===== src/hw/rtl/hrwl_pkg.sv =====
// ----------------------------------------------------------------------------
// hrwl_pkg
// Shared types, constants and helpers of the hex record word loader.
// ----------------------------------------------------------------------------
package hrwl_pkg;

    // Highest word address that a write may target is 2^ADDR_WIDTH - 1.
    localparam int ADDR_WIDTH = 16;
    // The record address is 16 bits wide, so the counter always holds at
    // least that, plus one bit to see the step past the limit.
    localparam int CNT_W = ((ADDR_WIDTH > 16) ? ADDR_WIDTH : 16) + 1;
    localparam logic [CNT_W-1:0] ADDR_LIMIT = CNT_W'((64'd1 << ADDR_WIDTH) - 64'd1);

    localparam logic [7:0] CHAR_COLON   = 8'h3A;
    localparam logic [7:0] CHAR_NEWLINE = 8'h0A;

    localparam logic [7:0] REC_DATA  = 8'h00;
    localparam logic [7:0] REC_EOF   = 8'h01;
    localparam logic [7:0] REC_SEGMT = 8'h02;

    // Number of output queue entries.
    localparam int QDEPTH = 4;

    typedef enum logic [2:0] {
        EV_WRITE    = 3'd0,
        EV_SYNTAX   = 3'd1,
        EV_CHECKSUM = 3'd2,
        EV_OVERFLOW = 3'd3,
        EV_BADLEN   = 3'd4,
        EV_UNKNOWN  = 3'd5,
        EV_END      = 3'd6
    } event_t;

    typedef enum logic [2:0] {
        PH_COLON  = 3'b001,
        PH_RECORD = 3'b010,
        PH_SKIP   = 3'b100
    } phase_t;

    typedef struct packed {
        event_t      ev;
        logic [15:0] addr;
        logic [15:0] data;
        logic        last;
    } result_t;

    // Results that one character adds to the output queue.
    typedef struct packed {
        logic [1:0] count;
        result_t    r0;
        result_t    r1;
    } push_t;

    function automatic logic [3:0] hex_value(input logic [7:0] c);
        logic [3:0] v;
        v = 4'd0;
        if (c inside {[8'h30:8'h39]}) begin
            v = 4'(c - 8'h30);
        end
        else if (c inside {[8'h41:8'h46]}) begin
            v = 4'(c - 8'h37);
        end
        else if (c inside {[8'h61:8'h66]}) begin
            v = 4'(c - 8'h57);
        end
        return v;
    endfunction

    function automatic result_t make_result(input event_t ev, input logic [15:0] addr,
                                            input logic [15:0] data);
        result_t r;
        r.ev   = ev;
        r.addr = addr;
        r.data = data;
        r.last = 1'b0;
        return r;
    endfunction

endpackage


===== src/hw/rtl/hrwl_channels.sv =====
// ----------------------------------------------------------------------------
// hrwl channels
// Valid/ready channels for the character stream and for the result stream.
// ----------------------------------------------------------------------------
interface char_if;
    logic       valid;
    logic       ready;
    logic [7:0] char_in;

    modport source (output valid, output char_in, input ready);
    modport sink   (input valid, input char_in, output ready);
endinterface

interface result_if;
    logic        valid;
    logic        ready;
    logic [2:0]  event_res;
    logic [15:0] word_addr;
    logic [15:0] word_data;
    logic        last;

    modport source (output valid, output event_res, output word_addr, output word_data,
                    output last, input ready);
    modport sink   (input valid, input event_res, input word_addr, input word_data,
                    input last, output ready);
endinterface


===== src/hw/rtl/hrwl_parser.sv =====
// ----------------------------------------------------------------------------
// hrwl_parser
// Input register and record state; decodes one character a cycle, while the
// queue has room, into up to two results for the output queue.
// ----------------------------------------------------------------------------
module hrwl_parser
    import hrwl_pkg::*;
(
    input  logic       clk,
    input  logic       rst_n,
    input  logic       in_valid,
    output logic       in_ready,
    input  logic [7:0] char_in,
    input  logic       room,
    output push_t      push
);

    logic             in_valid_reg;
    logic [7:0]       char_reg;
    phase_t           phase_reg, phase_next;
    logic             nibble_pending_reg, nibble_pending_next;
    logic [3:0]       high_nibble_reg, high_nibble_next;
    logic [8:0]       byte_index_reg, byte_index_next;
    logic [7:0]       record_length_reg, record_length_next;
    logic [7:0]       record_type_reg, record_type_next;
    logic [CNT_W-1:0] addr_counter_reg, addr_counter_next;
    logic [7:0]       byte_sum_reg, byte_sum_next;
    logic [7:0]       held_high_byte_reg, held_high_byte_next;
    logic             halted_reg, halted_next;

    logic             fire;
    logic [3:0]       nib;
    logic [7:0]       byte_val;
    logic [7:0]       sum_add;
    logic [CNT_W-1:0] addr_join;
    logic [1:0]       n;
    result_t          r0, r1;

    assign fire     = in_valid_reg && room;
    assign in_ready = !in_valid_reg || room;
    assign nib      = hex_value(char_reg);
    assign byte_val = {high_nibble_reg, nib};
    assign sum_add  = byte_sum_reg + byte_val;
    assign addr_join = addr_counter_reg | CNT_W'(byte_val);

    always_comb
    begin
        phase_next          = phase_reg;
        nibble_pending_next = nibble_pending_reg;
        high_nibble_next    = high_nibble_reg;
        byte_index_next     = byte_index_reg;
        record_length_next  = record_length_reg;
        record_type_next    = record_type_reg;
        addr_counter_next   = addr_counter_reg;
        byte_sum_next       = byte_sum_reg;
        held_high_byte_next = held_high_byte_reg;
        halted_next         = halted_reg;
        n  = 2'd0;
        r0 = make_result(EV_WRITE, 16'd0, 16'd0);
        r1 = make_result(EV_END, 16'd0, 16'd0);

        if (fire && !halted_reg) begin
            if (char_reg == CHAR_NEWLINE) begin
                if (phase_reg != PH_SKIP) begin
                    n  = 2'd1;
                    r0 = make_result(EV_SYNTAX, 16'd0, 16'd0);
                end
                phase_next          = PH_COLON;
                nibble_pending_next = 1'b0;
            end
            else begin
                case (phase_reg)
                    PH_COLON:
                    begin
                        if (char_reg == CHAR_COLON) begin
                            phase_next          = PH_RECORD;
                            byte_index_next     = 9'd0;
                            byte_sum_next       = 8'd0;
                            nibble_pending_next = 1'b0;
                        end
                        else begin
                            n          = 2'd1;
                            r0         = make_result(EV_SYNTAX, 16'd0, 16'd0);
                            phase_next = PH_SKIP;
                        end
                    end
                    PH_RECORD:
                    begin
                        if (!nibble_pending_reg) begin
                            high_nibble_next    = nib;
                            nibble_pending_next = 1'b1;
                        end
                        else begin
                            nibble_pending_next = 1'b0;
                            byte_sum_next       = sum_add;
                            byte_index_next     = byte_index_reg + 9'd1;
                            if (byte_index_reg == 9'd0) begin
                                record_length_next = byte_val;
                            end
                            else if (byte_index_reg == 9'd1) begin
                                addr_counter_next = CNT_W'(byte_val) << 8;
                            end
                            else if (byte_index_reg == 9'd2) begin
                                addr_counter_next = addr_join;
                                if (addr_join > ADDR_LIMIT) begin
                                    n          = 2'd1;
                                    r0         = make_result(EV_OVERFLOW, 16'd0, 16'd0);
                                    phase_next = PH_SKIP;
                                end
                            end
                            else if (byte_index_reg == 9'd3) begin
                                record_type_next = byte_val;
                                if (byte_val != REC_SEGMT && record_length_reg[0]) begin
                                    n           = 2'd1;
                                    r0          = make_result(EV_BADLEN, 16'd0, 16'd0);
                                    halted_next = 1'b1;
                                end
                                else if (byte_val != REC_DATA && byte_val != REC_EOF) begin
                                    n  = 2'd1;
                                    r0 = make_result(EV_UNKNOWN, 16'd0, 16'd0);
                                end
                            end
                            else if (byte_index_reg < {1'b0, record_length_reg} + 9'd4) begin
                                if (record_type_reg == REC_DATA) begin
                                    // Data bytes pair up from the first one.
                                    if (!byte_index_reg[0]) begin
                                        held_high_byte_next = byte_val;
                                    end
                                    else if (addr_counter_reg > ADDR_LIMIT) begin
                                        n          = 2'd1;
                                        r0 = make_result(EV_OVERFLOW, 16'd0, 16'd0);
                                        phase_next = PH_SKIP;
                                    end
                                    else begin
                                        n  = 2'd1;
                                        r0 = make_result(EV_WRITE, addr_counter_reg[15:0],
                                                         {held_high_byte_reg, byte_val});
                                        addr_counter_next = addr_counter_reg + CNT_W'(1);
                                    end
                                end
                            end
                            else begin
                                // Checksum byte closes the record.
                                if (sum_add != 8'd0) begin
                                    n  = 2'd1;
                                    r0 = make_result(EV_CHECKSUM, 16'd0, 16'd0);
                                end
                                if (record_type_reg == REC_EOF) begin
                                    if (sum_add != 8'd0) begin
                                        n  = 2'd2;
                                        r1 = make_result(EV_END, 16'd0, 16'd0);
                                    end
                                    else begin
                                        n  = 2'd1;
                                        r0 = make_result(EV_END, 16'd0, 16'd0);
                                    end
                                    halted_next = 1'b1;
                                end
                                phase_next = PH_SKIP;
                            end
                        end
                    end
                    default:
                    begin
                    end
                endcase
            end
        end

        r0.last    = (n == 2'd1);
        r1.last    = 1'b1;
        push.count = n;
        push.r0    = r0;
        push.r1    = r1;
    end

    always_ff @(posedge clk or negedge rst_n)
    begin
        if (!rst_n) begin
            in_valid_reg       <= 1'b0;
            phase_reg          <= PH_COLON;
            nibble_pending_reg <= 1'b0;
            high_nibble_reg    <= 4'd0;
            byte_index_reg     <= 9'd0;
            record_length_reg  <= 8'd0;
            record_type_reg    <= 8'd0;
            addr_counter_reg   <= '0;
            byte_sum_reg       <= 8'd0;
            held_high_byte_reg <= 8'd0;
            halted_reg         <= 1'b0;
        end
        else begin
            if (in_ready) begin
                in_valid_reg <= in_valid;
            end
            phase_reg          <= phase_next;
            nibble_pending_reg <= nibble_pending_next;
            high_nibble_reg    <= high_nibble_next;
            byte_index_reg     <= byte_index_next;
            record_length_reg  <= record_length_next;
            record_type_reg    <= record_type_next;
            addr_counter_reg   <= addr_counter_next;
            byte_sum_reg       <= byte_sum_next;
            held_high_byte_reg <= held_high_byte_next;
            halted_reg         <= halted_next;
        end
    end

    always_ff @(posedge clk)
    begin
        if (in_ready && in_valid) begin
            char_reg <= char_in;
        end
    end

`ifndef SYNTHESIS
    a_halted_silent: assert property (@(posedge clk) disable iff (!rst_n)
        halted_reg |-> push.count == 2'd0)
        else $error("parser produced a result while halted");

    a_pair_is_eof: assert property (@(posedge clk) disable iff (!rst_n)
        push.count == 2'd2 |-> push.r0.ev == EV_CHECKSUM && push.r1.ev == EV_END
                               && halted_next)
        else $error("two results for one item that is not a failed end record");
`endif

endmodule


===== src/hw/rtl/hrwl_out_queue.sv =====
// ----------------------------------------------------------------------------
// hrwl_out_queue
// Result queue: takes up to two results a cycle, gives one a cycle when ready.
// ----------------------------------------------------------------------------
module hrwl_out_queue
    import hrwl_pkg::*;
(
    input  logic    clk,
    input  logic    rst_n,
    input  push_t   push,
    output logic    room,
    output logic    out_valid,
    input  logic    out_ready,
    output result_t out_res
);

    localparam int IDX_W = $clog2(QDEPTH);
    localparam int CNT_QW = $clog2(QDEPTH + 1);

    result_t           entries_reg [QDEPTH];
    logic [IDX_W-1:0]  head_reg, head_next;
    logic [IDX_W-1:0]  tail_reg, tail_next;
    logic [CNT_QW-1:0] count_reg, count_next;
    logic              pop;
    logic [IDX_W-1:0]  tail_plus1;

    // Room for the worst case of one item, whatever is taken this cycle.
    assign room       = count_reg <= CNT_QW'(QDEPTH - 2);
    assign out_valid  = count_reg != '0;
    assign out_res    = entries_reg[head_reg];
    assign pop        = out_valid && out_ready;
    assign tail_plus1 = tail_reg + IDX_W'(1);

    always_comb
    begin
        head_next  = pop ? head_reg + IDX_W'(1) : head_reg;
        tail_next  = tail_reg + IDX_W'(push.count);
        count_next = count_reg + CNT_QW'(push.count) - CNT_QW'(pop);
    end

    always_ff @(posedge clk or negedge rst_n)
    begin
        if (!rst_n) begin
            head_reg  <= '0;
            tail_reg  <= '0;
            count_reg <= '0;
        end
        else begin
            head_reg  <= head_next;
            tail_reg  <= tail_next;
            count_reg <= count_next;
        end
    end

    always_ff @(posedge clk)
    begin
        if (push.count != 2'd0) begin
            entries_reg[tail_reg] <= push.r0;
        end
        if (push.count == 2'd2) begin
            entries_reg[tail_plus1] <= push.r1;
        end
    end

`ifndef SYNTHESIS
    a_no_overfill: assert property (@(posedge clk) disable iff (!rst_n)
        push.count != 2'd0 |-> count_reg <= CNT_QW'(QDEPTH - 2))
        else $error("result pushed into a full queue");

    a_count_bound: assert property (@(posedge clk) disable iff (!rst_n)
        count_reg <= CNT_QW'(QDEPTH))
        else $error("queue count out of range");
`endif

endmodule


===== src/hw/rtl/hex_record_word_loader.sv =====
// ----------------------------------------------------------------------------
// hex_record_word_loader
// Intel HEX text parser that turns data records into 16-bit word writes.
// ----------------------------------------------------------------------------
// The loader takes one character per cycle while the queue has room, and gives
// at most one result per cycle. A character goes through an input register and
// the record decoder, and its results are written into the output queue before
// they are valid on the result channel. Nearly every character gives zero or
// one result, so the stream runs at one item per cycle unless the queue or the
// result channel stalls it; only a failed checksum on an end record gives two
// results. Results wait in a four-entry queue, and the held character is
// decoded only while the queue has room for two more. After a bad length or end
// of data the loader halts: it keeps taking characters but gives no result
// until reset.
module hex_record_word_loader
    import hrwl_pkg::*;
(
    input  logic     clk,
    input  logic     rst_n,
    char_if.sink     chars,
    result_if.source results
);

    push_t   push;
    logic    room;
    result_t out_res;

    hrwl_parser u_parser (
        .clk      (clk),
        .rst_n    (rst_n),
        .in_valid (chars.valid),
        .in_ready (chars.ready),
        .char_in  (chars.char_in),
        .room     (room),
        .push     (push)
    );

    hrwl_out_queue u_queue (
        .clk       (clk),
        .rst_n     (rst_n),
        .push      (push),
        .room      (room),
        .out_valid (results.valid),
        .out_ready (results.ready),
        .out_res   (out_res)
    );

    assign results.event_res = out_res.ev;
    assign results.word_addr = out_res.addr;
    assign results.word_data = out_res.data;
    assign results.last      = out_res.last;

endmodule

===== src/flat_wrapper.sv =====
// flat-port wrapper written by rule: the top's interface ports become plain ports
module hex_record_word_loader_flat import hrwl_pkg::*;
  (clk, rst_n, chars_valid, chars_char_in, chars_ready, results_valid, results_event_res, results_word_addr, results_word_data, results_last, results_ready);
  char_if chars_i ();
  result_if results_i ();
  input  logic clk;
  input  logic rst_n;
  input wire logic [$bits(chars_i.valid)-1:0] chars_valid;
  input wire logic [$bits(chars_i.char_in)-1:0] chars_char_in;
  output wire logic [$bits(chars_i.ready)-1:0] chars_ready;
  output wire logic [$bits(results_i.valid)-1:0] results_valid;
  output wire logic [$bits(results_i.event_res)-1:0] results_event_res;
  output wire logic [$bits(results_i.word_addr)-1:0] results_word_addr;
  output wire logic [$bits(results_i.word_data)-1:0] results_word_data;
  output wire logic [$bits(results_i.last)-1:0] results_last;
  input wire logic [$bits(results_i.ready)-1:0] results_ready;
  assign chars_i.valid = chars_valid;
  assign chars_i.char_in = chars_char_in;
  assign chars_ready = chars_i.ready;
  assign results_valid = results_i.valid;
  assign results_event_res = results_i.event_res;
  assign results_word_addr = results_i.word_addr;
  assign results_word_data = results_i.word_data;
  assign results_last = results_i.last;
  assign results_i.ready = results_ready;
  hex_record_word_loader u_core (.clk(clk), .rst_n(rst_n), .chars(chars_i), .results(results_i));
endmodule

===== config.mk =====
export PLATFORM = sky130hd
export DESIGN_NAME = hex_record_word_loader_flat
export DESIGN_NICKNAME = d
export VERILOG_FILES = /design/src/hw/rtl/hrwl_pkg.sv /design/src/hw/rtl/hrwl_channels.sv /design/src/hw/rtl/hrwl_parser.sv /design/src/hw/rtl/hrwl_out_queue.sv /design/src/hw/rtl/hex_record_word_loader.sv /design/src/flat_wrapper.sv
export SDC_FILE = /design/constraint.sdc
export NUM_CORES = 1
export LEC_CHECK = 0
export BUFFER_PORTS_ARGS = -buffer_cell sky130_fd_sc_hd__buf_2
export CORE_ASPECT_RATIO = 1.1
export CORE_MARGIN = 5
export CORE_UTILIZATION = 56
export DETAILED_ROUTE_END_ITERATION = 6
export PLACE_DENSITY = 0.76
export REMOVE_ABC_BUFFERS = 1
export SETUP_SLACK_MARGIN = 0.2
export SLEW_MARGIN = 10
export SYNTH_ARGS = -nofsm -noshare
export SYNTH_HDL_FRONTEND = slang
export SYNTH_SLANG_ARGS = --single-unit

===== constraint.sdc =====
create_clock -name clk -period 5.5 [get_ports clk]
set_clock_uncertainty 0.05 [all_clocks]
set_input_delay 0.275 -clock clk [delete_from_list [all_inputs] [get_ports clk]]
set_output_delay 0.275 -clock clk [all_outputs]
set_load 0.05 [all_outputs]

* Word level (Yosys, flattened, before mapping) *
Memories as Yosys holds them, arrays and structs flattened.
Index checks and enable logic that the tools add are counted.

cells by class
  add/sub/neg operators = 12
  equal/unequal tests = 28
  bitwise logic cells = 8
  order comparisons = 10
  muxes and demuxes = 80
  reduce and logical (&&, ||, !) cells = 33

operators by type and width
  kind                                                   count
  two-way mux 36 bit                                     12
  two-way mux 35 bit                                     5
  two-way mux 17 bit                                     7
  one-hot mux 36 bit (2 select lines)                    1
  two-way mux 34 bit                                     2
  two-way mux 3 bit                                      12
  > comparator 17 x 16 -> 1 bit (second input constant)  2
  AND reduction 10 bit                                   3
  inequality test 3 bit (second input constant)          7
  two-way mux 2 bit                                      10
  two-way mux 1 bit                                      19
  equality test 9 x 2 -> 1 bit (second input constant)   2
  two-way mux 9 bit                                      2
  one-hot mux 9 bit (2 select lines)                     1
  adder 17 x 1 -> 17 bit (second input constant)         1
  bitwise OR 17 x 8 -> 17 bit                            1
  >= comparator 8 x 7 -> 1 bit (second input constant)   2
  <= comparator 8 x 7 -> 1 bit (second input constant)   2
  two-way mux 8 bit                                      2
  one-hot mux 8 bit (2 select lines)                     1
  nonzero test 8 bit                                     2
  inequality test 5 bit (second input constant)          3
  nonzero test 3 bit                                     5
  two-way mux 4 bit                                      3
  41 further kinds                                       64

storage, ports and cells
  bits in registers = 83
  word-level logic and storage cells = 187
  bits in writable memories = 144
  memories kept = 1
  input port bits = 12

memories
  memory                      words  bits a word  read ports  clocked after Yosys merged registers in  write ports  line                  RTL
  u_core.u_queue.entries_reg  4      36           1           0                                        2            hrwl_out_queue.sv:20  result_t entries_reg [QDEPTH];

* Longest topological paths before layout *
  depth after elaboration = 21
  mapped depth = 26

* Hierarchy *
A second synthesis with hierarchy kept.

unflattened totals
  cells, all modules = 980
  area total of the unflattened synthesis = 12612.1 um^2

by module, submodules not included
  module          area each (um^2)  cells an instance  instances
  hrwl_out_queue  7355.8            388                1
  hrwl_parser     5256.3            592                1

* Least setup slack after synthesis *
OpenSTA, ideal clock, no wires.

  path kind = register to register
  from = register u_core.u_parser.char_reg[1]
  to = register u_core.u_queue.count_reg[2]
  path buffers = 1
  setup time = 123 ps
  clock period less this slack = 5762 ps
  cell stages (with the launch flop) = 26
  data arrival time = 5589 ps
  path slack = -262 ps
  required time = 5327 ps
  cells stage by stage = edfxtp_1 > inv_1 > ha_1 > nor3b_1 > nor3_1 > a21oi_1 > inv_1 > ha_1 > inv_1 > fa_1 > nor2b_1 > o21ai_0 > nand2b_1 > xor2_1 > or4_1 > or4_1 > ha_1 > a21boi_0 > o31ai_4 > and2_4 > buf_8 > ha_1 > inv_1 > ha_1 > fa_1 > xnor2_1

on the way
  word-level cells in the longest chain between the ends = 20
  elaborated cells on any way between the ends = 44
  classes of those cells = 6 x add/sub; 7 x order compare; 4 x eq/ne; 19 x mux; 1 x bitwise; 7 x reduce/logical

RTL lines
  item                                                                                 line                                    RTL
  start, declared                                                                      hrwl_parser.sv:19                       logic [7:0] char_reg;
  start signal, assigned                                                               hrwl_parser.sv:212                      char_reg <= char_in;
  >= comparator 8 x 7 -> 1 bit / <= comparator 8 x 7 -> 1 bit (equally long branches)  hrwl_pkg.sv:63                          else if (c inside {[8'h61:8'h66]}) begin
  logical AND 1 bit                                                                    hrwl_pkg.sv:63
  two-way mux 4 bit                                                                    hrwl_pkg.sv:63
  two-way mux 4 bit                                                                    hrwl_pkg.sv:60                          else if (c inside {[8'h41:8'h46]}) begin
  two-way mux 4 bit (*)                                                                hrwl_pkg.sv:57                          if (c inside {[8'h30:8'h39]}) begin
  named net u_core.u_parser.nib[0]                                                     hrwl_parser.sv:32                       logic [3:0] nib;
  adder 8 bit                                                                          hrwl_parser.sv:43                       assign sum_add = byte_sum_reg + byte_val;
  nonzero test 8 bit                                                                   hrwl_parser.sv:144, hrwl_parser.sv:149
  (+6 left out)                                                                        --
  two-way mux 2 bit (*)                                                                hrwl_parser.sv:97                       if (byte_index_reg == 9'd0) begin
  two-way mux 2 bit (*)                                                                hrwl_parser.sv:89                       if (!nibble_pending_reg) begin
  one-hot mux 2 bit (2 select lines) (*)                                               hrwl_parser.sv:72                       case (phase_reg)
  two-way mux 2 bit (*)                                                                hrwl_parser.sv:63                       if (char_reg == CHAR_NEWLINE) begin
  two-way mux 2 bit (*)                                                                hrwl_parser.sv:62                       if (fire && !halted_reg) begin
  adder 3 x 2 -> 3 bit (*)                                                             hrwl_out_queue.sv:38                    count_next = count_reg + CNT_QW'(push.count) - CNT_QW'(pop);
  subtractor 3 x 1 -> 3 bit (*)                                                        hrwl_out_queue.sv:38
  named net u_core.u_queue.count_next[2]                                               hrwl_out_queue.sv:23                    logic [CNT_QW-1:0] count_reg, count_next;
  end signal, assigned                                                                 hrwl_out_queue.sv:51                    count_reg <= count_next;
  end, declared                                                                        hrwl_out_queue.sv:23

Mark *: on every way through the listed nets, which the timed path passes. The rest lies on a longest branch.
A chain may end at the register's enable or synchronous reset.

==> metrics.cfg <==
[cells_and_area]
fill_cells=1485
drive_gt1_share_pct=28.7
antenna_cells_inserted=0
most_common_cell_after_layout_fill_and_taps_aside=sky130_fd_sc_hd__dfxtp_1
multi_input_comb_area_mm2=0.00651
regArea_mm2=0.00500
final_cell_mix=sky130_fd_sc_hd__dfxtp_1, sky130_fd_sc_hd__mux2i_1, sky130_fd_sc_hd__nor2_1
postLayoutCellArea_mm2=0.0139
flow.area_growth_from_synthesis_pct=19.5
layout.nets=1236
largest_register_ff_count=144
utilization_pct=67.8

[power_and_ir_drop]
switchingPower_uw=1120
ir_drop_mv=0.258
power.density_cell_area_mw_per_mm2=292
p_seq_share_pct=43.7
power_leakage_uw=0.00559
p_int_uw=2940
netSwitchingFraction_pct=27.5
total_power_uw=4060
power.combinational.fraction_pct=15.9
power_frac_clock_pct=40.5

[route]
via_total_after_detailed_routing=8760
postRouteAntennaNets=0
routed_wl_mm=29.8
drt_first_pass_iters=5
detailedRoute.firstIterationViolations=668
vias_per_cell=5.99
route.detailed.drc=0
post_detailed_route_wirelength_per_cell_um=20.4

[setup_path]
criticalPathCategory=flop to flop
critPathSlowestCell=sky130_fd_sc_hd__or4_4
worst_setup_path_start_kind=flop
worst_setup_path_end_kind=flop
cpPeakStageDelay_ps=560
crit_fanout=8
critPathRequiredTime_ps=5880
critPathArrivalTime_ps=5780
critPathMostFrequentCell=sky130_fd_sc_hd__buf_4

[logic_synthesis]
post_synth_edffs=8
synth_seq_area_share_pct=43.0
synth.avg_cell_area_um2=10.6
mappedNetlistArea_mm2=0.0116
syn_inst=1098
number_of_unique_standard_cell_types_used_by_synthesis=82
synthArstFlopShare_pct=33.0
synth_flop_cell=sky130_fd_sc_hd__dfxtp_1
synth-warning-count=0
postSynthRegisterBits=227

[floorplanning]
design.die.area_mm2=0.0238
pin_count=50
fp.dieH_um=161
initial_core_util_pct=56.8
core.rowCount=55
core-area_mm2=0.0205
die_x_um=147

[grt]
antenna_found_initial=0
maximum_number_of_pins_on_one_net_before_global_route_repair=76
number_of_global_route_vias_before_repair=8737
grt_overflow=0
first_pass_grt_wire_length_mm=45.2
grt_util_all_layers_pct=23.2

[sta]
rsz0062_at_grt=yes
slew_violations=0
period_share_pct=98.2
max_clock_freq_mhz=185
tightest_slew_ps=1110
maxSlewHeadroom_pct=25.5
report.final.setup_viol=0
finalCriticalPeriod_ps=5400
final_hold_viol_count=0

[run_status]
result_of_the_run=complete, no violations

[placement]
place.gp.congestion=0.867
placement.cell_area_mm2=0.0122
numPortBuffers=49
detailedPlacementHpwl_mm=17.0

[clock_network]
clock_latency_ps=540
htree_num_levels=1
tritoncts_num_sinks=227
number_of_cts_inserted_buffers=25
cts_tree=yes
path_clk_slew_ps=60
root_buffer=sky130_fd_sc_hd__clkbuf_16
ctsLongestPathBuffers=3

[worst_hold_path]
worst_hold_path_type=input pin to flop

[flow_run]
cap_violations=0

-- metrics by stage --
step / TNS (ps) / std cells / hold slack, ps / worst slack (ps)
final: 0 / 1463 / 183 / 96.5
after global routing: -8870 / 1463 / 212 / -126
after CTS: 0 / 1440 / 131 / 198
after detailed placement: -17850 / 1372 / 403 / -224
after global placement: -35.1 / 1372 / 400 / -35.1
after floorplan: -229620 / 1035 / -70.6 / -2000
-- layer usage --
metal	share of wire, %	GRT usage [%]	vias up
met5	0	0	-
met3	4.6	3.42	93
met2	49	39.5	271
met4	4.9	10.6	0
li1	-	-	4085
met1	42	29.2	4311
-- path summary, 6_finish.rpt --
| kind | cells past startpoint | slack (ps) | to | from |
|---|---|---|---|---|
| worst max-delay path | 28 | 100 | u_core.u_queue.entries_reg[2][31] | u_core.u_parser.char_reg[0] |
| worst min-delay path | 3 | 180 | u_core.u_queue.head_reg[0] | results_ready |
| worst max register to register | 28 | 100 | u_core.u_queue.entries_reg[2][31] | u_core.u_parser.char_reg[0] |
| worst min register to register | 2 | 440 | u_core.u_queue.entries_reg[3][34] | u_core.u_queue.entries_reg[3][34] |
| max in group asynchronous | 2 | 4310 | u_core.u_queue.head_reg[0] | rst_n |
| min in group asynchronous | 2 | 400 | u_core.u_queue.head_reg[1] | rst_n |
-- cell usage after synthesis (all sizes together), types with 5 or more instances --
master  count  area share, %
buf        36            3.0
xnor2      11           0.83
nor3b       5           0.32
nand2b     12           0.65
dfrtp      74             16
nor2      174            6.8
mux4       36            7.0
a22o        8           0.60
inv        33            1.1
mux2       19            1.8
o21ai      48            2.1
o31ai       6           0.51
or3         5           0.27
xor2       10           0.75
mux2i     140             12
nand3      22           0.95
nor4       15            1.3
nor3       14           0.70
a21oi      34            1.5
a21boi      5           0.32
and2       37            2.0
ha         34            3.7
clkbuf     27           0.87
and3       13           0.70
a31oi       8           0.43
dfxtp     144             25
nand2      51            1.7
edfxtp      8            2.1
or4         7           0.48
-- power by group through the flow --
stage | clock (uW) | combinational, uW | sequential, uW
finish | 1640 | 644 | 1770
global route | 1730 | 698 | 1780
CTS | 1660 | 621 | 1770
detailed placement | 0 | 576 | 1800
global placement | 0 | 562 | 1800
floorplan | 0 | 326 | 1870
-- critical path: cells and delay by family, from the launching register on --
kind	cells	cell delay, ps
AND/OR/NAND/NOR	8	1470
buffers and inverters	10	1370
AO/OA/AOI/OAI	6	1190
adder cells (fa/ha/maj)	3	640
flip-flops	1	430
XOR/XNOR	1	110
-- layout make-up --
class | instances | area share (%)
inverter | 33 | 0.944
clock buffer | 39 | 5.46
tap | 256 | 2.30
sequential | 227 | 36.0
clock inverter | 7 | 0.369
timing repair buffer | 126 | 8.16
multi-input combinational | 775 | 46.8
-- cells by family (layout without fill, tap and decap cells) --
logic type / after synthesis / count (layout) / synth area share, %
AND/OR/NAND/NOR: 375 / 375 / 17.3
flip-flops: 227 / 227 / 43.0
multiplexers: 195 / 195 / 20.8
AO/OA/AOI/OAI: 148 / 148 / 8.42
buffers and inverters: 96 / 205 / 4.93
adder cells (fa/ha/maj): 36 / 36 / 4.00
XOR/XNOR: 21 / 21 / 1.58
-- repair_timing --
item,CTS,global route
pin swaps,11,29
cloned,0,10
gates resized for setup,31,74
endpoints found under the setup margin,147,147
setup buffers,12,13
endpoints found under the hold margin,83,0
hold buffers,10,0
No activity file was read; power rests on OpenSTA's default activity.
